[config.mk]
export PLATFORM = sky130hd
export DESIGN_NAME = trial_division_prime_test_unit
export DESIGN_NICKNAME = d
export VERILOG_FILES = /design/src/sv/tdpt_pkg.sv /design/src/sv/tdpt_mod_unit.sv /design/src/sv/tdpt_datapath.sv /design/src/sv/tdpt_controller.sv /design/src/sv/trial_division_prime_test_unit.sv
export SDC_FILE = /design/constraint.sdc
export NUM_CORES = 1
export LEC_CHECK = 0
export BUFFER_PORTS_ARGS = -buffer_cell sky130_fd_sc_hd__buf_4
export CAP_MARGIN = 0
export CORE_ASPECT_RATIO = 1.75
export CORE_MARGIN = 2
export CORE_UTILIZATION = 56
export CTS_BUF_LIST = sky130_fd_sc_hd__clkbuf_16
export DETAILED_ROUTE_END_ITERATION = 8
export PLACE_DENSITY = 0.89
export SLEW_MARGIN = 30
export SYNTH_ARGS = -nofsm -noshare
export SYNTH_HDL_FRONTEND = slang
export SYNTH_SLANG_ARGS = --single-unit
[constraint.sdc]
create_clock -name clk -period 3.9 [get_ports clk]
set_clock_uncertainty 0.1 [all_clocks]
set_input_delay 1.17 -clock clk [delete_from_list [all_inputs] [get_ports clk]]
set_output_delay 1.17 -clock clk [all_outputs]
set_load 0.1 [all_outputs]
[src/sv/tdpt_pkg.sv]
// Package for the trial-division prime test unit.
// Holds the widths, the seed constants and the controller/datapath command and status structs.
// Depends on nothing.
`default_nettype none

package tdpt_pkg;

    // Width of the numbers that are tested.
    localparam int WIDTH = 32;
    // The running square is two bits wider than the value, so it cannot wrap.
    localparam int SQ_W = WIDTH + 2;
    // Counter width for one bit of the modulo per cycle.
    localparam int CNT_W = $clog2(WIDTH);
    // Width of the payload bus.
    localparam int DATA_W = 32;
    localparam int USER_IN_W = 1;
    localparam int USER_OUT_W = 2;

    // Action codes.
    localparam logic ACT_TEST = 1'b0;
    localparam logic ACT_NEXT = 1'b1;

    // Seeds of the divisor loop.
    localparam logic [WIDTH-1:0] P_INIT = WIDTH'(3);
    localparam logic [SQ_W-1:0] SQ_INIT = SQ_W'(9);

    // Commands from the controller to the datapath.
    typedef struct packed {
        logic load;       // capture the incoming request
        logic inc_cand;   // candidate = candidate + 1
        logic init_p;     // divisor = 3, square = 9
        logic step_p;     // divisor += 2, square += 4 * (new divisor - 1)
        logic mod_start;  // start candidate % divisor
        logic res_load;   // load the output register
        logic res_prime;  // verdict to load
        logic res_ovf;    // overflow flag to load
    } dp_cmd_t;

    // Status from the datapath to the controller.
    typedef struct packed {
        logic action_next;
        logic cand_lt2;
        logic cand_small_prime;
        logic cand_even;
        logic cand_max;
        logic sq_lt_cand;
        logic mod_done;
        logic rem_zero;
        logic out_busy;
    } dp_status_t;

endpackage

`default_nettype wire

[src/sv/tdpt_mod_unit.sv]
// Bit-serial restoring modulo unit: one dividend bit per cycle.
// Depends on tdpt_pkg.
`default_nettype none

module tdpt_mod_unit (
    input  wire logic                      clk,
    input  wire logic                      rst_n,
    input  wire logic                      start,
    input  wire logic [tdpt_pkg::WIDTH-1:0] dividend,
    input  wire logic [tdpt_pkg::WIDTH-1:0] divisor,
    output logic                           done,
    output logic                           rem_zero
);
    import tdpt_pkg::*;

    logic              busy_reg, busy_next;
    logic              done_reg, done_next;
    logic [CNT_W-1:0]  cnt_reg, cnt_next;
    logic [WIDTH-1:0]  dvd_reg, dvd_next;
    logic [WIDTH-1:0]  dvs_reg, dvs_next;
    logic [WIDTH-1:0]  rem_reg, rem_next;
    logic [WIDTH:0]    trial;
    logic [WIDTH:0]    diff;

    assign trial = {rem_reg, dvd_reg[WIDTH-1]};
    assign diff  = trial - {1'b0, dvs_reg};

    always_comb
    begin
        busy_next = busy_reg;
        done_next = 1'b0;
        cnt_next  = cnt_reg;
        dvd_next  = dvd_reg;
        dvs_next  = dvs_reg;
        rem_next  = rem_reg;
        if (start)
        begin
            busy_next = 1'b1;
            cnt_next  = '0;
            dvd_next  = dividend;
            dvs_next  = divisor;
            rem_next  = '0;
        end
        else if (busy_reg)
        begin
            // Partial remainder stays below the divisor, so WIDTH bits hold it.
            if (trial >= {1'b0, dvs_reg})
                rem_next = diff[WIDTH-1:0];
            else
                rem_next = trial[WIDTH-1:0];
            dvd_next = {dvd_reg[WIDTH-2:0], 1'b0};
            cnt_next = cnt_reg + CNT_W'(1);
            if (cnt_reg == CNT_W'(WIDTH - 1))
            begin
                busy_next = 1'b0;
                done_next = 1'b1;
            end
        end
    end

    always_ff @(posedge clk or negedge rst_n)
    begin
        if (!rst_n)
        begin
            busy_reg <= 1'b0;
            done_reg <= 1'b0;
            cnt_reg  <= '0;
        end
        else
        begin
            busy_reg <= busy_next;
            done_reg <= done_next;
            cnt_reg  <= cnt_next;
        end
    end

    always_ff @(posedge clk)
    begin
        dvd_reg <= dvd_next;
        dvs_reg <= dvs_next;
        rem_reg <= rem_next;
    end

    assign done     = done_reg;
    assign rem_zero = (rem_reg == '0);

endmodule

`default_nettype wire

[src/sv/tdpt_datapath.sv]
// Datapath: request capture, candidate, divisor and running square, modulo unit, result register.
// Depends on tdpt_pkg and tdpt_mod_unit.
`default_nettype none

module tdpt_datapath (
    input  wire logic                          clk,
    input  wire logic                          rst_n,
    input  wire tdpt_pkg::dp_cmd_t             cmd,
    output tdpt_pkg::dp_status_t               status,
    input  wire logic [tdpt_pkg::DATA_W-1:0]     in_data,
    input  wire logic [tdpt_pkg::USER_IN_W-1:0]  in_user,
    output logic                               out_valid,
    input  wire logic                          out_ready,
    output logic [tdpt_pkg::DATA_W-1:0]          out_data,
    output logic [tdpt_pkg::USER_OUT_W-1:0]      out_user
);
    import tdpt_pkg::*;

    logic              action_reg, action_next;
    logic [WIDTH-1:0]  cand_reg, cand_next;
    logic [WIDTH-1:0]  p_reg, p_next;
    logic [SQ_W-1:0]   sq_reg, sq_next;
    logic              ovalid_reg, ovalid_next;
    logic [DATA_W-1:0] odata_reg, odata_next;
    logic [USER_OUT_W-1:0] ouser_reg, ouser_next;
    logic [WIDTH-1:0]  p_plus1;
    logic              mod_done;
    logic              rem_zero;

    assign p_plus1 = p_reg + WIDTH'(1);

    always_comb
    begin
        action_next = action_reg;
        cand_next   = cand_reg;
        p_next      = p_reg;
        sq_next     = sq_reg;
        if (cmd.load)
        begin
            action_next = in_user[0];
            cand_next   = in_data[WIDTH-1:0];
        end
        else if (cmd.inc_cand)
            cand_next = cand_reg + WIDTH'(1);
        if (cmd.init_p)
        begin
            p_next  = P_INIT;
            sq_next = SQ_INIT;
        end
        else if (cmd.step_p)
        begin
            // New divisor is p + 2, so the square grows by 4 * (p + 1).
            p_next  = p_reg + WIDTH'(2);
            sq_next = sq_reg + {p_plus1, 2'b00};
        end
    end

    always_comb
    begin
        ovalid_next = ovalid_reg;
        odata_next  = odata_reg;
        ouser_next  = ouser_reg;
        if (ovalid_reg && out_ready)
            ovalid_next = 1'b0;
        if (cmd.res_load)
        begin
            ovalid_next = 1'b1;
            odata_next  = cmd.res_ovf ? '0 : DATA_W'(cand_reg);
            ouser_next  = {cmd.res_ovf, cmd.res_prime};
        end
    end

    always_ff @(posedge clk or negedge rst_n)
    begin
        if (!rst_n)
            ovalid_reg <= 1'b0;
        else
            ovalid_reg <= ovalid_next;
    end

    always_ff @(posedge clk)
    begin
        action_reg <= action_next;
        cand_reg   <= cand_next;
        p_reg      <= p_next;
        sq_reg     <= sq_next;
        odata_reg  <= odata_next;
        ouser_reg  <= ouser_next;
    end

    tdpt_mod_unit u_mod (
        .clk      (clk),
        .rst_n    (rst_n),
        .start    (cmd.mod_start),
        .dividend (cand_reg),
        .divisor  (p_reg),
        .done     (mod_done),
        .rem_zero (rem_zero)
    );

    always_comb
    begin
        status.action_next      = (action_reg == ACT_NEXT);
        status.cand_lt2         = (cand_reg < WIDTH'(2));
        status.cand_small_prime = (cand_reg == WIDTH'(2)) || (cand_reg == WIDTH'(3));
        status.cand_even        = ~cand_reg[0];
        status.cand_max         = &cand_reg;
        status.sq_lt_cand       = (sq_reg < {2'b00, cand_reg});
        status.mod_done         = mod_done;
        status.rem_zero         = rem_zero;
        status.out_busy         = ovalid_reg && !out_ready;
    end

    assign out_valid = ovalid_reg;
    assign out_data  = odata_reg;
    assign out_user  = ouser_reg;

endmodule

`default_nettype wire

[src/sv/tdpt_controller.sv]
// Controller state machine that sequences candidates and trial divisors.
// Depends on tdpt_pkg.
`default_nettype none

module tdpt_controller (
    input  wire logic                  clk,
    input  wire logic                  rst_n,
    input  wire logic                  in_valid,
    output logic                       in_ready,
    input  wire tdpt_pkg::dp_status_t  status,
    output tdpt_pkg::dp_cmd_t          cmd
);
    import tdpt_pkg::*;

    typedef enum logic [2:0] {
        S_IDLE,
        S_PREP,
        S_CLASSIFY,
        S_MOD_START,
        S_MOD_WAIT,
        S_RESULT
    } state_t;

    state_t state_reg, state_next;
    logic   prime_reg, prime_next;
    logic   ovf_reg, ovf_next;

    always_comb
    begin
        state_next = state_reg;
        prime_next = prime_reg;
        ovf_next   = ovf_reg;
        cmd        = '0;
        in_ready   = 1'b0;
        case (state_reg)
            S_IDLE:
            begin
                in_ready = 1'b1;
                if (in_valid)
                begin
                    cmd.load   = 1'b1;
                    state_next = S_PREP;
                end
            end
            S_PREP:
            begin
                // A search starts at the successor of the current candidate.
                if (!status.action_next)
                    state_next = S_CLASSIFY;
                else if (status.cand_max)
                begin
                    prime_next = 1'b0;
                    ovf_next   = 1'b1;
                    state_next = S_RESULT;
                end
                else
                begin
                    cmd.inc_cand = 1'b1;
                    state_next   = S_CLASSIFY;
                end
            end
            S_CLASSIFY:
            begin
                ovf_next = 1'b0;
                if (status.cand_lt2 || (status.cand_even && !status.cand_small_prime))
                begin
                    prime_next = 1'b0;
                    state_next = status.action_next ? S_PREP : S_RESULT;
                end
                else if (status.cand_small_prime)
                begin
                    prime_next = 1'b1;
                    state_next = S_RESULT;
                end
                else
                begin
                    cmd.init_p = 1'b1;
                    state_next = S_MOD_START;
                end
            end
            S_MOD_START:
            begin
                cmd.mod_start = 1'b1;
                state_next    = S_MOD_WAIT;
            end
            S_MOD_WAIT:
            begin
                if (status.mod_done)
                begin
                    if (status.rem_zero)
                    begin
                        prime_next = 1'b0;
                        state_next = status.action_next ? S_PREP : S_RESULT;
                    end
                    else if (!status.sq_lt_cand)
                    begin
                        prime_next = 1'b1;
                        state_next = S_RESULT;
                    end
                    else
                    begin
                        cmd.step_p = 1'b1;
                        state_next = S_MOD_START;
                    end
                end
            end
            S_RESULT:
            begin
                if (!status.out_busy)
                begin
                    cmd.res_load  = 1'b1;
                    cmd.res_prime = prime_reg;
                    cmd.res_ovf   = ovf_reg;
                    state_next    = S_IDLE;
                end
            end
            default:
            begin
                state_next = S_IDLE;
            end
        endcase
    end

    always_ff @(posedge clk or negedge rst_n)
    begin
        if (!rst_n)
        begin
            state_reg <= S_IDLE;
            prime_reg <= 1'b0;
            ovf_reg   <= 1'b0;
        end
        else
        begin
            state_reg <= state_next;
            prime_reg <= prime_next;
            ovf_reg   <= ovf_next;
        end
    end

endmodule

`default_nettype wire

[src/sv/trial_division_prime_test_unit.sv]
// Top level of the trial-division prime test unit.
// Depends on tdpt_pkg, tdpt_controller and tdpt_datapath.
//
// Channel   Dir  Handshake            Payload
// s_*       in   s_tvalid/s_tready    s_tuser: action; s_tdata: value
// m_*       out  m_tvalid/m_tready    m_tuser: is_prime, overflow; m_tdata: prime_value
//
// One request is worked at a time. A test decided without a divisor (below 2, 2, 3 or
// even) passes from acceptance through the prepare, classify and result states. Each
// odd trial divisor costs a start, a serial modulo step per dividend bit and a decision,
// so a 32-bit prime needs about 2^15 divisors; a next request runs this divisor loop for
// every successor it tests. Reset is asynchronous and active low and empties the output
// register. A result waits there while the next request is worked; only loading a new
// result waits on m_tready.
`default_nettype none

module trial_division_prime_test_unit (
    input  wire logic                              clk,
    input  wire logic                              rst_n,
    input  wire logic                              s_tvalid,
    output logic                                   s_tready,
    // Bits 31:0 value.
    input  wire logic [tdpt_pkg::DATA_W-1:0]       s_tdata,
    // Bit 0 action (0 test, 1 next prime).
    input  wire logic [tdpt_pkg::USER_IN_W-1:0]    s_tuser,
    output logic                                   m_tvalid,
    input  wire logic                              m_tready,
    // Bits 31:0 prime_value.
    output logic [tdpt_pkg::DATA_W-1:0]            m_tdata,
    // Bit 0 is_prime, bit 1 overflow.
    output logic [tdpt_pkg::USER_OUT_W-1:0]        m_tuser
);
    import tdpt_pkg::*;

    dp_cmd_t    cmd;
    dp_status_t status;

    // The controller sequences candidates, the datapath holds every number.
    tdpt_controller u_ctrl (
        .clk      (clk),
        .rst_n    (rst_n),
        .in_valid (s_tvalid),
        .in_ready (s_tready),
        .status   (status),
        .cmd      (cmd)
    );

    tdpt_datapath u_dp (
        .clk       (clk),
        .rst_n     (rst_n),
        .cmd       (cmd),
        .status    (status),
        .in_data   (s_tdata),
        .in_user   (s_tuser),
        .out_valid (m_tvalid),
        .out_ready (m_tready),
        .out_data  (m_tdata),
        .out_user  (m_tuser)
    );

endmodule

`default_nettype wire

======== Word level (Yosys, flattened, before mapping) ========
Index checks and enable logic that the tools add are counted.
W data, S select, Z words.
operators by class
  add/subtract/negate cells ............... 6
  $lt $le $gt $ge ......................... 3
  equality and inequality tests ........... 15
  multiplexer cells ....................... 53
  bitwise gates (word level) .............. 2
  reduce and logical (&&, ||, !) cells .... 19
operators with widths
  kind                     number
  $mux W32                 5
  $add A32 B1 Y32 const B  2
  $eq A32 B2 Y1 const B    2
  $mux W3                  12
  $add A34 B34 Y34         1
  $lt A34 B32 Y1           1
  $ge A33 B32 Y1           1
  $add A32 B2 Y32 const B  1
  $logic_not A32 Y1        1
  $lt A32 B2 Y1 const B    1
  $reduce_and A32 Y1       1
  $sub A32 B32 Y32         1
  $mux W1                  31
  $pmux W3 S6              1
  $mux W5                  2
  $reduce_bool A2 Y1       4
  $eq A3 B2 Y1 const B     2
  $eq A3 B3 Y1 const B     2
  $ne A2 B2 Y1 const B     3
  $reduce_and A3 Y1        2
  $reduce_and A6 Y1        1
  $add A5 B1 Y5 const B    1
  $eq A5 B5 Y1 const B     1
  $ne A2 B1 Y1 const B     2
  12 further kinds         17
storage, ports and cells
  register bits ........................... 242
  output and inout bits ................... 36
  logic and storage cells ................. 115

======== Depth between registers and ports, before layout ========
  word-level depth ........................ 7
  gate-level depth with buffers ........... 17
  mapped depth without buffers ............ 16

======== Hierarchy ========
From an unflattened synthesis, not the netlist that was laid out.
second synthesis, totals
  cell total of the unflattened synthesis .. 1559
  area total of the unflattened synthesis .. 14694.1 um^2
modules (own cells, without submodules)
  module           instances  cells each  area each (um^2)  seq. area each (um^2)
  tdpt_datapath    1          916         8244.2            3278.1
  tdpt_mod_unit    1          586         5974.5            2737.6
  tdpt_controller  1          57          475.5             125.1

======== Worst setup path before layout ========
OpenSTA, ideal clock, no wires.
  kind .................................... register to output
  start ................................... register u_ctrl.state_reg[0]
  end ..................................... output port s_tready
  arrival time ............................ 2.798 ns
  data required time ...................... 2.630 ns
  path slack .............................. -0.168 ns
  cell stages (with the launch flop) ...... 4
  path buffers ............................ 2
  cells stage by stage .................... dfrtp_1 > clkbuf_1 > clkbuf_1 > nor3_1
between the ends
  word-level cells in the longest chain between the ends .. 2
ends and longest elaborated chain
  item                    line                                  source
  start, declared         tdpt_controller.sv:24                 state_t state_reg, state_next;
  start signal, assigned  tdpt_controller.sv:134                state_reg <= state_next;
  $logic_not A3 Y1        tdpt_controller.sv:35                 case (state_reg)
  $mux W1                 tdpt_controller.sv:35
  end, declared           trial_division_prime_test_unit.sv:21  output logic s_tready,
No other way between the ends.

======== Worst setup path in the final report ========
  start ................................... register u_dp.cand_reg[15]
  end ..................................... register u_ctrl.prime_reg
between the ends
  word-level cells in the longest chain between the ends .. 7
  elaborated cells on any way between the ends .. 15
  classes of those cells .................. order compare (2); eq/ne (5); mux (2); reduce/logical (6)
ends and longest elaborated chain
  item                                                                   line                    source
  start, declared                                                        tdpt_datapath.sv:20     logic [WIDTH-1:0] cand_reg, cand_next;
  start signal, assigned                                                 tdpt_datapath.sv:84     cand_reg <= cand_next;
  parallel branches: the longest is 7 deep, another holds $lt A32 B2 Y1  -
  end signal, assigned                                                   tdpt_controller.sv:135  prime_reg <= prime_next;
  end, declared                                                          tdpt_controller.sv:25   logic prime_reg, prime_next;
Parallel ways; which one is timed is not known.
A chain may end at the register's enable or synchronous reset.

==> impl_metrics.csv <==
group,metric,value,unit
outcome,status,"completed",
global_route,grt_max_degree,64,
synthesis,synth-adder-area-share,8.44,%
global_route,overflow,0,
route,wire_per_inst,18.8,µm
route,met3RoutedLength,1490,µm
worst_setup_path,slowest_stage,"a2111oi_0",
cts,cts_root_buffer,"clkbuf_16",
power,pwr_density_cell,723,nW/µm²
die,start_util,56.5,%
die,coreArea,25800,µm²
placement,portBuffers,72,
synthesis,yosys_register_bits,237,
sta,fin_hold_ws,0.386,ns
sta,worstMarginPinSlew,0.931,ns
route,drt_wl_total,38700,µm
die,die_h,217,µm
route,first_iter_violations,1048,
worst_setup_path,cp-end-kind,"register",
synthesis,synth_top_family_by_area,"simple AND/OR/NAND/NOR gates",
sta,setup_viol,0,
cells_and_area,antenna_cells,0,
route,first_pass_iters,5,
route,dr.max_layer_used,"met4",
synthesis,synth-simple-area-share,19.1,%
worst_setup_path,ff2ff_path_depth,10,
worst_setup_path,r2r_end,"u_ctrl.prime_reg",
synthesis,async_reset_ff_share,5.49,%
cts,clkLatencyLatePin,0.53,ns
worst_setup_path,cp_data_required_time,4.19,ns
synthesis,synth_top_area_cell,"edfxtp_1",
placement,hpwlAfterDp,28200,µm
sta,finalCriticalPeriod,3.85,ns
sta,fmax,260,MHz
worst_setup_path,arrival,4.13,ns
synthesis,synthXorXnorAreaFrac,7.94,%
sta,hold_viol,0,
synthesis,synth_nets,1777,
route,vias,12600,
sta,finalCritPeriodShare,98.6,%
synthesis,synth_area_leaders,"edfxtp_1 (27%), dfxtp_1 (13%), ha_1 (8.2%)",
cts,clock-sinks,237,
global_route,grt_pass1_vias,12700,
sta,rsz0062_at_grt,"yes",
worst_setup_path,r2r_start,"u_dp.cand_reg[15]",
cts,cts.clk_slew.worst_paths,0.07,ns
worst_setup_path,reg2reg_slack,0.05,ns
sta,setup_slack,0.0539,ns
worst_setup_path,crit_path_max_incr_delay,0.82,ns
worst_setup_path,critPathLaunchType,"register",
global_route,track_usage,27.5,%
synthesis,synth_edf_count,130,
cells_and_area,layout-area-overhead-vs-synth,12.9,%
power,p_leak,0.00691,µW
synthesis,synth_area,14600,µm²
die,io_pins,73,
synthesis,ys.flop_type,"edfxtp_1",
sta,final_max_slew_viol_count,0,
route,wl_met2,21200,µm
route,detail_route.drc_violations,0,
die,fp-row-count,78,
route,final_antenna_net_count,0,
worst_setup_path,path_buf_inv,1,
global_route,antenna_found_initial,0,
synthesis,synth_top_area_share,26.8,%
cts,cts_buffer_depth,3,
worst_setup_path,crit_chain,"inv_1 > ha_1 > nand4_1 > or3_1 > a2111oi_0 > or4b_1 > a21oi_1 > a311o_1 > o21ai_0 > o31ai_1",
cells_and_area,nets,1852,
synthesis,yosysWarnings,0,
worst_setup_path,worstPathMaxFanout,4,
sta,slew_headroom,37.3,%
synthesis,ys_seq_area_share,42.0,%
cells_and_area,final_layout_size_suffix_gt1_share,11.7,%
worst_setup_path,path_class,"register to register",
synthesis,muxShareOfSynthArea,1.27,%
synthesis,synth-compound-area-share,16.5,%
cts,cts-buffers-inserted,21,
global_route,grt_pass1_wl,61300,µm
worst_hold_path,hp-class,"input pin to asynchronous set/reset pin",
synthesis,syn_area_per_cell,8.86,µm²
placement,gp_congestion,1.00,
die,dieWidth,126,µm
die,die-area,27400,µm²
synthesis,synth_cell_types,71,
synthesis,synthCells,1643,
power,peakVddDrop,0.803,mV
route,vias_per_cell,6.15,
cells_and_area,fillers,1993,
job,cap_violations,0,
placement,dp_slack,-0.101,ns
route,wl_met1,13600,µm
cts,cts_htree_levels,1,
worst_setup_path,crit_family,"compound AO/OA/AOI/OAI gates",
cts,cts_tree,"yes",
## report_power, final
group	internal (µW)	switching, µW
registers	3630	577
logic	2050	3550
clock network	1160	927
total	6840	5050
## cell families (layout without fill, tap and decap cells)
kind of cell | Yosys count | count (layout)
DFF | 237 | 237
xor gates and xnor gates | 132 | 132
muxes | 18 | 18
and+or+nand+nor | 588 | 588
buffers and inverters | 170 | 259
AOI/OAI and AO/OA | 401 | 402
adders and majority gates | 97 | 97
## area by class of cell
class	instances	area (µm²)	share of cell area, %
multi-input combinational	1237	7860	47.8
sequential	237	6120	37.2
timing repair buffer	130	1050	6.36
clock buffer	22	551	3.35
tap	320	400	2.44
inverter	91	342	2.08
clock inverter	16	126	0.769
## synth_stat cells, types with 10 or more instances
cell / n
dfxtp_1: 94
and2_1: 10
a21oi_1: 95
edfxtp_1: 130
and3_1: 19
nor2_1: 108
inv_1: 89
or3_1: 13
o21ai_0: 147
nor3_1: 30
dfrtp_1: 13
nor2b_1: 10
mux2i_1: 14
nand3_1: 60
a211oi_1: 19
buf_2: 13
o21bai_1: 10
nand2b_1: 10
a31oi_1: 29
nand2_1: 234
xnor2_1: 83
xor2_1: 49
a21o_1: 26
nand4_1: 40
clkbuf_1: 59
nor4_1: 27
ha_1: 95
## per-layer routing
metal  global-route usage, %  vias to the layer above
met5                       0                        -
met4                    16.8                        0
met3                    2.53                      147
met2                    54.0                      461
met1                    27.1                     5963
li1                        -                     6059
## worst max path at each step
stage | start | to | cells past startpoint
after floorplan | u_dp.p_reg[1] | u_dp.sq_reg[30] | 16
after global placement | u_dp.p_reg[1] | u_dp.sq_reg[30] | 17
after detailed placement | u_dp.p_reg[1] | u_dp.sq_reg[30] | 17
after CTS | u_dp.p_reg[1] | u_dp.sq_reg[27] | 17
after global routing | u_dp.p_reg[1] | u_dp.sq_reg[27] | 17
final | u_dp.cand_reg[15] | u_ctrl.prime_reg | 10
## metrics by stage
stage	TNS, ns	total power [µW]	util (%)	cells	instance area (µm²)
after floorplan	0	8180	-	1643	14600
after global placement	0	9460	60.8	2012	15700
after detailed placement	-0.101	9650	60.8	2012	15700
after CTS	0	11800	63.5	2050	16400
after global routing	-0.160	12600	63.8	2053	16400
final	0	11900	63.8	2053	16400
## cells in the final DEF (no fill, tap or decap), drive strengths merged, types with 5 or more instances in the layout
cell type    n
a211o        6
a211oi      20
a21o        26
a21oi       95
a31oi       29
and2        10
and3        19
and4         6
buf        130
clkbuf      22
clkinv       7
dfrtp       13
dfxtp       94
edfxtp     130
ha          95
inv         98
mux2i       14
nand2      234
nand2b      10
nand3       60
nand4       40
nor2       108
nor2b       10
nor3        30
nor3b        5
nor4        30
o211ai       9
o21a         9
o21ai      154
o21bai      10
o22ai        5
or2          5
or3         13
xnor2       83
xor2        49
## repair_timing
action                     CTS  global route
buffers inserted             0             1
pin swaps                    0             7
setup endpoints to repair    4            13
gates resized for setup      3            18
hold buffers                 0             0
cloned                       0             1
hold endpoints to repair     0             0
(Power assumes the default switching activity.)
